`src/hdl/wbss_pkg.sv`:
```
// Package for the wildcard byte signature scan.
// Holds the sizes, the configuration register indexes and the cell control type.
// Used by wbss_cell and wildcard_byte_signature_scan; depends on nothing.
`default_nettype none

package wbss_pkg;

  // Longest signature that the cell row can hold, one cell per byte.
  localparam int unsigned MAX_SIGNATURE_BYTES = 16;
  // Width of the per-region byte counter.
  localparam int unsigned COUNT_BITS = 32;

  // Fixed field widths.
  localparam int unsigned BYTE_BITS = 8;
  localparam int unsigned ADDR_BITS = 48;
  localparam int unsigned SIG_WORD_BITS = 64;
  localparam int unsigned MASK_BITS = 16;
  localparam int unsigned LEN_REG_BITS = 5;
  localparam int unsigned CFG_DATA_BITS = 64;
  localparam int unsigned CFG_INDEX_BITS = 3;

  // Width of a used length (1 to MAX_SIGNATURE_BYTES) and of a signature byte index.
  localparam int unsigned LEN_BITS = $clog2(MAX_SIGNATURE_BYTES + 1);
  localparam int unsigned SIG_IDX_BITS =
      (MAX_SIGNATURE_BYTES > 1) ? $clog2(MAX_SIGNATURE_BYTES) : 1;

  // Configuration register indexes.
  typedef enum logic [CFG_INDEX_BITS-1:0] {
    CFG_SIG_LOW  = 3'd0,
    CFG_SIG_HIGH = 3'd1,
    CFG_WILDCARD = 3'd2,
    CFG_LENGTH   = 3'd3,
    CFG_BASE     = 3'd4
  } cfg_index_e;

  // Control handed to each cell of the window row.
  typedef struct packed {
    logic                 shift; // take the neighbor's byte this cycle
    logic                 care;  // position is in use and not a wildcard
    logic [BYTE_BITS-1:0] sig;   // signature byte aligned to this position
  } cell_ctrl_t;

endpackage

`default_nettype wire

```
`src/hdl/wbss_cell.sv`:
```
// One cell of the sliding byte window.
// Holds one window byte, passes it on to the next cell, and compares its incoming byte.
// Depends on wbss_pkg.
`default_nettype none

module wbss_cell (
  input  wire logic                             clk_i,
  input  wire logic [wbss_pkg::BYTE_BITS-1:0]   byte_i,
  input  wire wbss_pkg::cell_ctrl_t             ctrl_i,
  output logic      [wbss_pkg::BYTE_BITS-1:0]   byte_o,
  output logic                                  hit_o
);

  logic [wbss_pkg::BYTE_BITS-1:0] byte_q;

  // The byte arriving from the neighbor is this cell's next content, so it is compared.
  assign hit_o = !ctrl_i.care || (byte_i == ctrl_i.sig);

  // Window byte, shifted along the row on each scanned byte.
  always_ff @(posedge clk_i) begin
    if (ctrl_i.shift) begin
      byte_q <= byte_i;
    end
  end

  assign byte_o = byte_q;

endmodule

`default_nettype wire

```
`src/hdl/wildcard_byte_signature_scan.sv`:
```
// Top level of the wildcard byte signature scan.
// Holds the configuration registers, the row of window cells, the byte counter and the
// result register. Depends on wbss_pkg and wbss_cell.
//
// Usage:
//   Bytes of a memory region enter on the input channel, one per transfer, with
//   region_last_i marking the final byte. The first position where the signature matches
//   (bytes marked in the wildcard mask match anything) gives one result with found_o=1
//   and match_address_o = region base plus match offset. A region that ends without a
//   match gives found_o=0 and address 0. Bytes after a match give nothing until the
//   region ends.
//   The result of a byte is on the output channel in the cycle after its transfer.
//   One byte per cycle is taken while in_ready_o is high; the window compare is done
//   in parallel by the cell row, one cell per signature byte.
//   A single output register holds the result. While it is full and the receiver stalls,
//   in_ready_o is low; it rises again in the cycle the result is taken, so a byte can
//   be accepted in the same cycle as the result transfer.
//   Reset empties the output register, clears the scan state and loads the register
//   defaults (signature length 1, all else zero). The user must write configuration
//   through the plain write port while idle; the block does not enforce this.
`default_nettype none

module wildcard_byte_signature_scan (
  input  wire logic                                  clk_i,
  input  wire logic                                  rst_ni,
  // Configuration write port
  input  wire logic                                  cfg_we_i,
  input  wire logic [wbss_pkg::CFG_INDEX_BITS-1:0]   cfg_index_i,
  input  wire logic [wbss_pkg::CFG_DATA_BITS-1:0]    cfg_data_i,
  // Byte input channel
  input  wire logic                                  in_valid_i,
  output logic                                       in_ready_o,
  input  wire logic [wbss_pkg::BYTE_BITS-1:0]        data_byte_i,
  input  wire logic                                  region_last_i,
  // Result output channel
  output logic                                       out_valid_o,
  input  wire logic                                  out_ready_i,
  output logic                                       found_o,
  output logic      [wbss_pkg::ADDR_BITS-1:0]        match_address_o
);

  localparam int unsigned NCELLS = wbss_pkg::MAX_SIGNATURE_BYTES;

  // Configuration registers
  logic [wbss_pkg::SIG_WORD_BITS-1:0] sig_low_q;
  logic [wbss_pkg::SIG_WORD_BITS-1:0] sig_high_q;
  logic [wbss_pkg::MASK_BITS-1:0]     wildcard_q;
  logic [wbss_pkg::LEN_REG_BITS-1:0]  sig_len_q;
  logic [wbss_pkg::ADDR_BITS-1:0]     base_q;

  // Scan state and result register
  logic [wbss_pkg::COUNT_BITS-1:0]    seen_q, seen_d;
  logic                               done_q, done_d;
  logic                               out_valid_q, out_valid_d;
  logic                               found_q, found_d;
  logic [wbss_pkg::ADDR_BITS-1:0]     addr_q, addr_d;

  logic                               in_xfer;
  logic                               scan;
  logic [wbss_pkg::LEN_BITS-1:0]      len_used;
  logic [2*wbss_pkg::SIG_WORD_BITS-1:0] sig_all;
  logic [wbss_pkg::BYTE_BITS-1:0]     sig_arr [NCELLS];
  logic [wbss_pkg::BYTE_BITS-1:0]     cell_byte [NCELLS];
  logic [NCELLS-1:0]                  cell_hit;
  logic                               window_match;
  logic                               enough;
  logic                               hit;
  logic [wbss_pkg::COUNT_BITS-1:0]    seen_inc;
  logic [wbss_pkg::COUNT_BITS-1:0]    offset;
  logic                               emit;

  // Configuration writes; indexes beyond the list are ignored.
  always_ff @(posedge clk_i or negedge rst_ni) begin
    if (!rst_ni) begin
      sig_low_q  <= '0;
      sig_high_q <= '0;
      wildcard_q <= '0;
      sig_len_q  <= wbss_pkg::LEN_REG_BITS'(1);
      base_q     <= '0;
    end else if (cfg_we_i) begin
      case (cfg_index_i)
        wbss_pkg::CFG_SIG_LOW:  sig_low_q  <= cfg_data_i;
        wbss_pkg::CFG_SIG_HIGH: sig_high_q <= cfg_data_i;
        wbss_pkg::CFG_WILDCARD: wildcard_q <= cfg_data_i[wbss_pkg::MASK_BITS-1:0];
        wbss_pkg::CFG_LENGTH:   sig_len_q  <= cfg_data_i[wbss_pkg::LEN_REG_BITS-1:0];
        wbss_pkg::CFG_BASE:     base_q     <= cfg_data_i[wbss_pkg::ADDR_BITS-1:0];
        default: ;
      endcase
    end
  end

  // Length in use: zero counts as one, anything above the row length as the row length.
  always_comb begin
    if (sig_len_q == '0) begin
      len_used = wbss_pkg::LEN_BITS'(1);
    end else if (sig_len_q > wbss_pkg::LEN_REG_BITS'(NCELLS)) begin
      len_used = wbss_pkg::LEN_BITS'(NCELLS);
    end else begin
      len_used = wbss_pkg::LEN_BITS'(sig_len_q);
    end
  end

  assign sig_all = {sig_high_q, sig_low_q};

  // Handshake: the output register frees up when its result is taken.
  assign in_ready_o = !out_valid_q || out_ready_i;
  assign in_xfer    = in_valid_i && in_ready_o;
  assign scan       = in_xfer && !done_q;

  // Row of window cells. Cell j compares its incoming byte, the byte j places back,
  // against signature byte (length - 1 - j), and then holds it.
  for (genvar j = 0; j < NCELLS; j++) begin : g_cell
    logic [wbss_pkg::LEN_BITS-1:0]     idx_full;
    logic [wbss_pkg::SIG_IDX_BITS-1:0] idx;
    logic [wbss_pkg::BYTE_BITS-1:0]    byte_in;
    wbss_pkg::cell_ctrl_t              ctrl;

    assign sig_arr[j] = sig_all[j*wbss_pkg::BYTE_BITS +: wbss_pkg::BYTE_BITS];
    assign idx_full   = len_used - wbss_pkg::LEN_BITS'(1) - wbss_pkg::LEN_BITS'(j);
    assign idx        = idx_full[wbss_pkg::SIG_IDX_BITS-1:0];

    assign ctrl.shift = scan;
    assign ctrl.care  = (wbss_pkg::LEN_BITS'(j) < len_used) && !wildcard_q[idx];
    assign ctrl.sig   = sig_arr[idx];

    if (j == 0) begin : g_head
      assign byte_in = data_byte_i;
    end else begin : g_link
      assign byte_in = cell_byte[j-1];
    end

    wbss_cell u_cell (
      .clk_i  (clk_i),
      .byte_i (byte_in),
      .ctrl_i (ctrl),
      .byte_o (cell_byte[j]),
      .hit_o  (cell_hit[j])
    );
  end

  assign window_match = &cell_hit;

  // Saturating byte count, match decision and match offset.
  assign seen_inc = (seen_q == '1) ? seen_q : seen_q + wbss_pkg::COUNT_BITS'(1);
  assign enough   = seen_inc >= wbss_pkg::COUNT_BITS'(len_used);
  assign hit      = scan && enough && window_match;
  assign offset   = seen_inc - wbss_pkg::COUNT_BITS'(len_used);
  assign emit     = hit || (scan && region_last_i);

  // Next scan state; a region end clears everything for the next region.
  always_comb begin
    seen_d = seen_q;
    done_d = done_q;
    if (scan) begin
      seen_d = seen_inc;
      done_d = hit;
    end
    if (in_xfer && region_last_i) begin
      seen_d = '0;
      done_d = 1'b0;
    end
  end

  // Result register loads on a match or on a region end without one.
  always_comb begin
    out_valid_d = out_valid_q && !out_ready_i;
    found_d     = found_q;
    addr_d      = addr_q;
    if (emit) begin
      out_valid_d = 1'b1;
      found_d     = hit;
      addr_d      = hit ? base_q + wbss_pkg::ADDR_BITS'(offset) : '0;
    end
  end

  always_ff @(posedge clk_i or negedge rst_ni) begin
    if (!rst_ni) begin
      seen_q      <= '0;
      done_q      <= 1'b0;
      out_valid_q <= 1'b0;
    end else begin
      seen_q      <= seen_d;
      done_q      <= done_d;
      out_valid_q <= out_valid_d;
    end
  end

  always_ff @(posedge clk_i) begin
    found_q <= found_d;
    addr_q  <= addr_d;
  end

  assign out_valid_o     = out_valid_q;
  assign found_o         = found_q;
  assign match_address_o = addr_q;

  // A no-match result always carries a zero address.
  a_nomatch_zero : assert property (@(posedge clk_i) disable iff (!rst_ni)
    out_valid_o && !found_o |-> match_address_o == '0)
    else $error("no-match result with nonzero address");

  // A region end leaves the scan state cleared.
  a_region_clear : assert property (@(posedge clk_i) disable iff (!rst_ni)
    in_xfer && region_last_i |=> seen_q == '0 && !done_q)
    else $error("scan state not cleared after region end");

  // Entering the matched state always comes with a found result waiting.
  a_done_result : assert property (@(posedge clk_i) disable iff (!rst_ni)
    $rose(done_q) |-> out_valid_o && found_o)
    else $error("match recorded without a found result");

  // While a match is recorded, no further result is produced.
  a_quiet_after : assert property (@(posedge clk_i) disable iff (!rst_ni)
    done_q && in_xfer |=> !(out_valid_o && !$past(out_valid_o)))
    else $error("result produced after a match in the same region");

endmodule

`default_nettype wire
```
`config.mk`:
```
export PLATFORM = sky130hd
export DESIGN_NAME = wildcard_byte_signature_scan
export DESIGN_NICKNAME = d
export VERILOG_FILES = /design/src/hdl/wbss_pkg.sv /design/src/hdl/wbss_cell.sv /design/src/hdl/wildcard_byte_signature_scan.sv
export SDC_FILE = /design/constraint.sdc
export NUM_CORES = 1
export LEC_CHECK = 0
export BUFFER_PORTS_ARGS = -buffer_cell sky130_fd_sc_hd__buf_2
export CORE_MARGIN = 2
export CORE_UTILIZATION = 45
export CTS_CLUSTER_SIZE = 20
export DETAILED_ROUTE_END_ITERATION = 7
export HOLD_SLACK_MARGIN = 0.06
export MAX_ROUTING_LAYER = met4
export PLACE_DENSITY = 0.65
export REMOVE_ABC_BUFFERS = 1
export SLEW_MARGIN = 20
export SYNTH_ARGS = -nofsm -noshare
export SYNTH_HDL_FRONTEND = slang
export SYNTH_SLANG_ARGS = --single-unit
```
`constraint.sdc`:
```
create_clock -name clk_i -period 33.1 [get_ports clk_i]
set_clock_uncertainty 0.15 [all_clocks]
set_input_delay 6.62 -clock clk_i [delete_from_list [all_inputs] [get_ports clk_i]]
set_output_delay 6.62 -clock clk_i [all_outputs]
set_load 0.02 [all_outputs]
```
## Word-level counts from Yosys, hierarchy flattened

Cells that the tools add are included.

- Bitwise operators: 16
- $add $sub $neg: 19
- Magnitude comparators: 50
- Reduce and logical (&&, ||, !) cells: 85
- Equality and inequality tests: 21
- Multiplexer cells: 88

Operators by type and width:

| operator | count |
|---|---|
| 8-bit binary-select mux with 4-bit select | 16 |
| 8-bit two-way mux | 32 |
| 8-bit == test | 16 |
| 32-bit two-way mux | 3 |
| 5-bit greater-or-equal comparator, second input constant | 16 |
| 4-bit by 5-bit less-than comparator with 1-bit output, second input constant | 16 |
| 4-bit inverter with 5-bit output | 16 |
| 1-bit binary-select mux with 4-bit select | 16 |
| 48-bit by 32-bit adder with 48-bit output | 1 |
| 4-bit by 5-bit less-than comparator with 1-bit output, first input constant | 8 |
| 1-bit logical NOT | 35 |
| 32-bit by 1-bit adder with 32-bit output, second input constant | 1 |
| 32-bit == test, second input constant | 1 |
| 32-bit by 5-bit greater-or-equal comparator with 1-bit output | 1 |
| 32-bit by 5-bit subtractor with 32-bit output | 1 |
| 4-bit subtractor, second input constant | 8 |
| 1-bit logical AND | 23 |
| 3-bit by 5-bit less-than comparator with 1-bit output, first input constant | 4 |
| 1-bit two-way mux | 19 |
| 1-bit logical OR | 18 |
| 16-bit AND reduction | 1 |
| 4-bit by 3-bit subtractor with 4-bit output, second input constant | 4 |
| 1-bit by 5-bit less-than comparator with 1-bit output, first input constant | 2 |
| 2-bit by 5-bit less-than comparator with 1-bit output, first input constant | 2 |
| 11 further kinds | 19 |

- Register bits after elaboration: 400
- Logic and storage cells: 304
- Input bits: 81
- Output and inout port bits: 51

## Depth between registers and ports, before layout

- Word-level depth: 15
- Mapped depth: 30
- Depth with buffers taken out: 28

## Cells and area by module

A second synthesis with hierarchy kept.

- Cell total of the unflattened synthesis: 2,527
- Area, all modules: 26,317.7 µm²

By module, submodules not included:

| module | instances | cells each | area each (µm²) | seq. area each (µm²) |
|---|---|---|---|---|
| wildcard_byte_signature_scan | 1 | 2,223 | 21,072.7 | 7,253.2 |
| wbss_cell | 16 | 19 | 327.8 | 240.2 |

## Worst setup path before layout

Ideal clock, no wire load.

- Kind: input -> register
- Start point: input port out_ready_i
- End point: register found_q (netlist: found_o) (enable)
- Path buffers: 2
- Arrival: 16.698 ns
- Library setup time: 0.523 ns
- Stages: 8
- Data required time: 32.427 ns
- Slack: 15.728 ns
- Cell sequence: nand2b_1 nand2_1 nor2_1 nand4_1 or4_1 buf_2 buf_6 o21ai_0

- Longest elaborated chain between the ends: 6
- Elaborated cells between the ends (all ways): 7
- Classes of those cells: reduce/logical: 7

RTL lines:

| element | line | text |
|---|---|---|
| start: declaration | wildcard_byte_signature_scan.sv:37 | `input wire logic out_ready_i,` |
| 1-bit logical OR * | wildcard_byte_signature_scan.sv:106 | `assign in_ready_o = !out_valid_q \|\| out_ready_i;` |
| 1-bit logical AND * | wildcard_byte_signature_scan.sv:107 | `assign in_xfer = in_valid_i && in_ready_o;` |
| 1-bit logical AND * | wildcard_byte_signature_scan.sv:108 | `assign scan = in_xfer && !done_q;` |
| via scan | wildcard_byte_signature_scan.sv:59 | `logic scan;` |
| 1-bit logical AND (2 in series) | wildcard_byte_signature_scan.sv:146 | `assign hit = scan && enough && window_match;` |
| 1-bit logical OR * | wildcard_byte_signature_scan.sv:148 | `assign emit = hit \|\| (scan && region_last_i);` |
| via emit | wildcard_byte_signature_scan.sv:70 | `logic emit;` |
| end signal: assignment | wildcard_byte_signature_scan.sv:189 | `found_q <= found_d;` |
| end: declaration | wildcard_byte_signature_scan.sv:55 | `logic found_q, found_d;` |

The timed path passes the listed nets; every way through them passes the cells marked *.
A chain may end at the register's enable or synchronous reset.

## Worst setup path after layout

- Start point: input port out_ready_i
- End point: output port in_ready_o

- Longest elaborated chain between the ends: 1

RTL lines:

| element | line | text |
|---|---|---|
| 1-bit logical OR | wildcard_byte_signature_scan.sv:106 |  |
| end: declaration | wildcard_byte_signature_scan.sv:32 | `output logic in_ready_o,` |

Every way passes these cells.

==> impl_results.rst <==
.. list-table::
   :header-rows: 1

   * - Metric
     - Value
   * - Run status
     - finished clean
   * - CTS buffer count
     - 46
   * - Register bit total from synthesis
     - 400
   * - Commonest cells in the netlist
     - 230 x sky130_fd_sc_hd__dfrtp_1, 218 x sky130_fd_sc_hd__mux4_2, 214 x sky130_fd_sc_hd__mux2_2, 169 x sky130_fd_sc_hd__edfxtp_1, 127 x sky130_fd_sc_hd__xnor2_1
   * - Clock H-tree levels
     - 2
   * - Mux cell area share after synthesis
     - about 30%
   * - Die X-Extent
     - 246 um
   * - Most frequent CP cell
     - sky130_fd_sc_hd__buf_2
   * - Final period util
     - roughly two fifths
   * - Final setup slack of the worst path
     - 19220 ps
   * - Initial Util
     - around 46%
   * - Simple-gate area share of the yosys netlist
     - 8.16%
   * - Sequential Area
     - 10900 um^2
   * - Maximum operating frequency
     - about 72 MHz
   * - GRT overflow
     - 0
   * - Slew at the pin closest to its max-slew limit
     - roughly 1200 ps
   * - Min-Delay Path Class
     - flop to flop
   * - Clock network latency to the later pin of the worst-skew pair
     - 600 ps
   * - Compound-cell area share of the yosys netlist
     - 8.73%
   * - Worst max-slew margin expressed relative to the limit
     - 22.0%
   * - Slowest cell on the critical path
     - sky130_fd_sc_hd__nand2b_1
   * - Core region area
     - 57900 um^2
   * - Top fanout value on the critical path
     - 5
   * - Crit path buf inv count
     - 2
   * - Wire length of the first global-routing pass
     - 121000 um
   * - Data arrival time of the critical path
     - between 7000 and 8000 ps
   * - Row cnt
     - 88
   * - Floorplan die height
     - 246 um
   * - Final sum of negative setup slack
     - 0 ps
   * - Cell taking the most area after synthesis
     - sky130_fd_sc_hd__dfrtp_1
   * - Area share of the leading cell type in the synthesized netlist
     - 21.8%
   * - Detailed Routing Iterations Pass 1
     - 6
   * - Bufs on Longest Clock Path
     - 3
   * - Cell types with the largest area share after synthesis
     - sky130_fd_sc_hd__dfrtp_1 22%, sky130_fd_sc_hd__edfxtp_1 19%, sky130_fd_sc_hd__mux4_2 19%
   * - Share of the yosys chip area belonging to registers
     - 41.1%
   * - Clock period minus worst slack
     - 13880 ps
   * - Number of top-level pins
     - around 130
   * - Detailed Place HPWL
     - 59300 um
   * - Number of clock sinks
     - 400
   * - Count of unique library cells instantiated by Yosys
     - 79
   * - CTS root buffer
     - sky130_fd_sc_hd__clkbuf_16
   * - Async set-or-reset flop fraction in the synthesized netlist
     - 57.8%
   * - Synth-to-Final Area Change
     - 11.7%
   * - Kind of cell adding the most delay to the critical path
     - buffers and inverters
   * - Number of maximum-capacitance violations
     - 0
   * - Hold Vio Cnt, Final
     - 0
   * - Number of vias per cell after detailed routing
     - 6.57
   * - Placer's final routability congestion estimate
     - 0.990
   * - Routed wire per std cell
     - 27.2 um
   * - Pin count of the biggest net entering global routing
     - 91
   * - Final Routed Wirelength
     - about 81000 um
   * - Post-cts gate resize count
     - 0
   * - Dominant combinational cell family by area after synthesis
     - multiplexers
   * - Area of the mapped netlist
     - 26400 um^2
   * - Final number of max-transition violations
     - 0
   * - Delay of the slowest cell on the worst path
     - 200 ps
   * - Multi-input gate area
     - around 15000 um^2
   * - Via count
     - 19435
   * - Total power density per cell area
     - 95.2 nW/um^2
   * - Overall fraction of global-route tracks in use
     - 27.5%
   * - Setup repair after global routing missed its margin
     - no
   * - DP Worst Slack
     - around 19000 ps
   * - Standby leakage power
     - 11.1 nW
   * - Die area
     - around 61000 um^2
   * - Fill cells
     - 5018
   * - Antenna Violating Nets Remaining
     - 0
   * - Most used flip-flop cell after synthesis
     - sky130_fd_sc_hd__dfrtp_1
   * - Final setup violation count
     - 0
   * - Adder and majority cell fraction of the synthesized area
     - about 2.6%
   * - Violation count after the first detailed-route iteration
     - 2156
   * - Capturing element type of the critical path
     - output port
   * - Cell chain of the critical path
     - buf_2 -> nand2b_1 -> buf_2
   * - Most instantiated library cell after synthesis
     - sky130_fd_sc_hd__dfrtp_1
   * - Post-Syn Instances
     - 2071
   * - Fraction of synthesized cell area in xor and xnor cells
     - 7.22%
   * - Post-CTS Setup Bufs
     - 0
   * - Worst EP required
     - 26330 ps
   * - Antenna violations before repair
     - 1
   * - Clk slew on worst S/H paths
     - 60 ps
   * - EDFF count, synth
     - 169
   * - DRC viols
     - 0
   * - Critical path class
     - primary input to output port
   * - Count of buffers inserted at the top-level ports
     - 131
   * - Number of global-route vias before repair
     - 18841
   * - Peak VDD IR
     - 0.0000648 V
   * - Count of warnings emitted by yosys
     - 0
   * - Net total in the final layout
     - around 2300
   * - Share of final-layout standard cells stronger than drive strength 1
     - 32.4%
   * - Syn avg cell area
     - 12.8 um^2
   * - Hold_buf cts
     - 0
   * - CP startpoint kind
     - primary input
   * - CTS tree
     - yes
state kept, by name, summed over array words and instances, names as in the netlist:
| name | cells |
|---|---|
| base_q | 48 |
| wildcard_q | 16 |
| g_cell.u_cell.byte_o | 120 |
| sig_len_q | 5 |
| sig_low_q | 64 |
| seen_q | 32 |
| found_o | 1 |
| sig_high_q | 64 |
| out_valid_o | 1 |
| match_address_o | 48 |
| done_q | 1 |
kinds of logic (layout without fill, tap and decap cells):
kind of cell    Yosys count  count (layout)
fa+ha+maj                53              53
flops                   400             400
buf+inv                 158             281
xor+xnor                217             217
mux                     488             488
other cells               0               1
compound gates          331             331
simple gates            424             424
placed cells by master (no fill, tap or decap), types with 65 or more instances in the layout:
cell type,n
sky130_fd_sc_hd__a21oi_1,65
sky130_fd_sc_hd__nor2_1,86
sky130_fd_sc_hd__dfrtp_1,230
sky130_fd_sc_hd__xor2_1,88
sky130_fd_sc_hd__edfxtp_1,169
sky130_fd_sc_hd__mux2_2,214
sky130_fd_sc_hd__o21ai_0,66
sky130_fd_sc_hd__nand2_1,90
sky130_fd_sc_hd__buf_2,130
sky130_fd_sc_hd__nor3_1,65
sky130_fd_sc_hd__mux4_2,218
sky130_fd_sc_hd__xnor2_1,124
worst reg2reg max path: stages (launching register included):
cell and delay (ps):
sky130_fd_sc_hd__dfstp_2 960, sky130_fd_sc_hd__inv_1 310, sky130_fd_sc_hd__a21oi_4 180, sky130_fd_sc_hd__buf_4 500, sky130_fd_sc_hd__inv_4 370, sky130_fd_sc_hd__ha_1 430, sky130_fd_sc_hd__inv_2 740, sky130_fd_sc_hd__ha_1 440
sky130_fd_sc_hd__or3b_2 160, sky130_fd_sc_hd__a221oi_1 70, sky130_fd_sc_hd__a2111oi_0 840, sky130_fd_sc_hd__xnor2_2 180, sky130_fd_sc_hd__buf_4 400, sky130_fd_sc_hd__mux4_2 590, sky130_fd_sc_hd__xor2_1 190, sky130_fd_sc_hd__nor4_1 630
sky130_fd_sc_hd__a211oi_1 190, sky130_fd_sc_hd__a2111o_2 370, sky130_fd_sc_hd__buf_4 300, sky130_fd_sc_hd__o21ai_4 310, sky130_fd_sc_hd__buf_4 570
layer usage:
layer / up-vias / part of all wire (%) / track usage [%]
li1: 8348 / - / -
met1: 10043 / 40 / 36.6
met2: 901 / 48 / 43.8
met3: 143 / 7.8 / 3.76
met4: 0 / 3.4 / 8.91
met5: - / 0 / -
power breakdown:
group / total, W / leakage [nW] / internal, W / switching [W]
sequential: 0.000671 / 4.47 / 0.000590 / 0.0000809
clock: 0.000546 / 0.790 / 0.000329 / 0.000217
combinational: 0.00160 / 5.80 / 0.000733 / 0.000863
per-stage QoR:
| step | utilization, % | hold WS [ps] | area (um^2) | total power (W) | instances |
|---|---|---|---|---|---|
| 6_report | 51.0 | 322 | 29500 | 0.00281 | 2960 |
| 5_1_grt | 51.0 | 334 | 29500 | 0.00295 | 2960 |
| 4_1_cts | 51.0 | 320 | 29500 | 0.00280 | 2958 |
| 3_5_place_dp | 48.2 | 306 | 27900 | 0.00225 | 2875 |
| 3_3_place_gp | 48.2 | 301 | 27900 | 0.00222 | 2875 |
| 2_1_floorplan | - | 298 | 25900 | 0.00181 | 1944 |
path summary, 6_finish.rpt:
path | from | to | slack (ps) | cells past startpoint
worst max-delay path | out_ready_i | in_ready_o | 19220 | 3
worst min-delay path | g_cell[5].u_cell.byte_o[3] | g_cell[6].u_cell.byte_o[3] | 320 | 0
worst max register to register | sig_len_q[0] | match_address_o[37] | 23790 | 20
worst min register to register | g_cell[5].u_cell.byte_o[3] | g_cell[6].u_cell.byte_o[3] | 320 | 0
max in group asynchronous | rst_ni | sig_high_q[26] | 24550 | 3
min in group asynchronous | rst_ni | base_q[19] | 5900 | 1
layout make-up:
cell class	count	area share, %
Antenna cell	1	0.00847
Multi-Input combinational cell	1513	51.0
Clock inverter	18	0.763
Tap cell	765	3.24
Timing Repair Buffer	167	3.18
Sequential cell	400	36.8
Clock buffer	65	4.67
Inverter	31	0.402
Power figures use the tool's default switching activity.
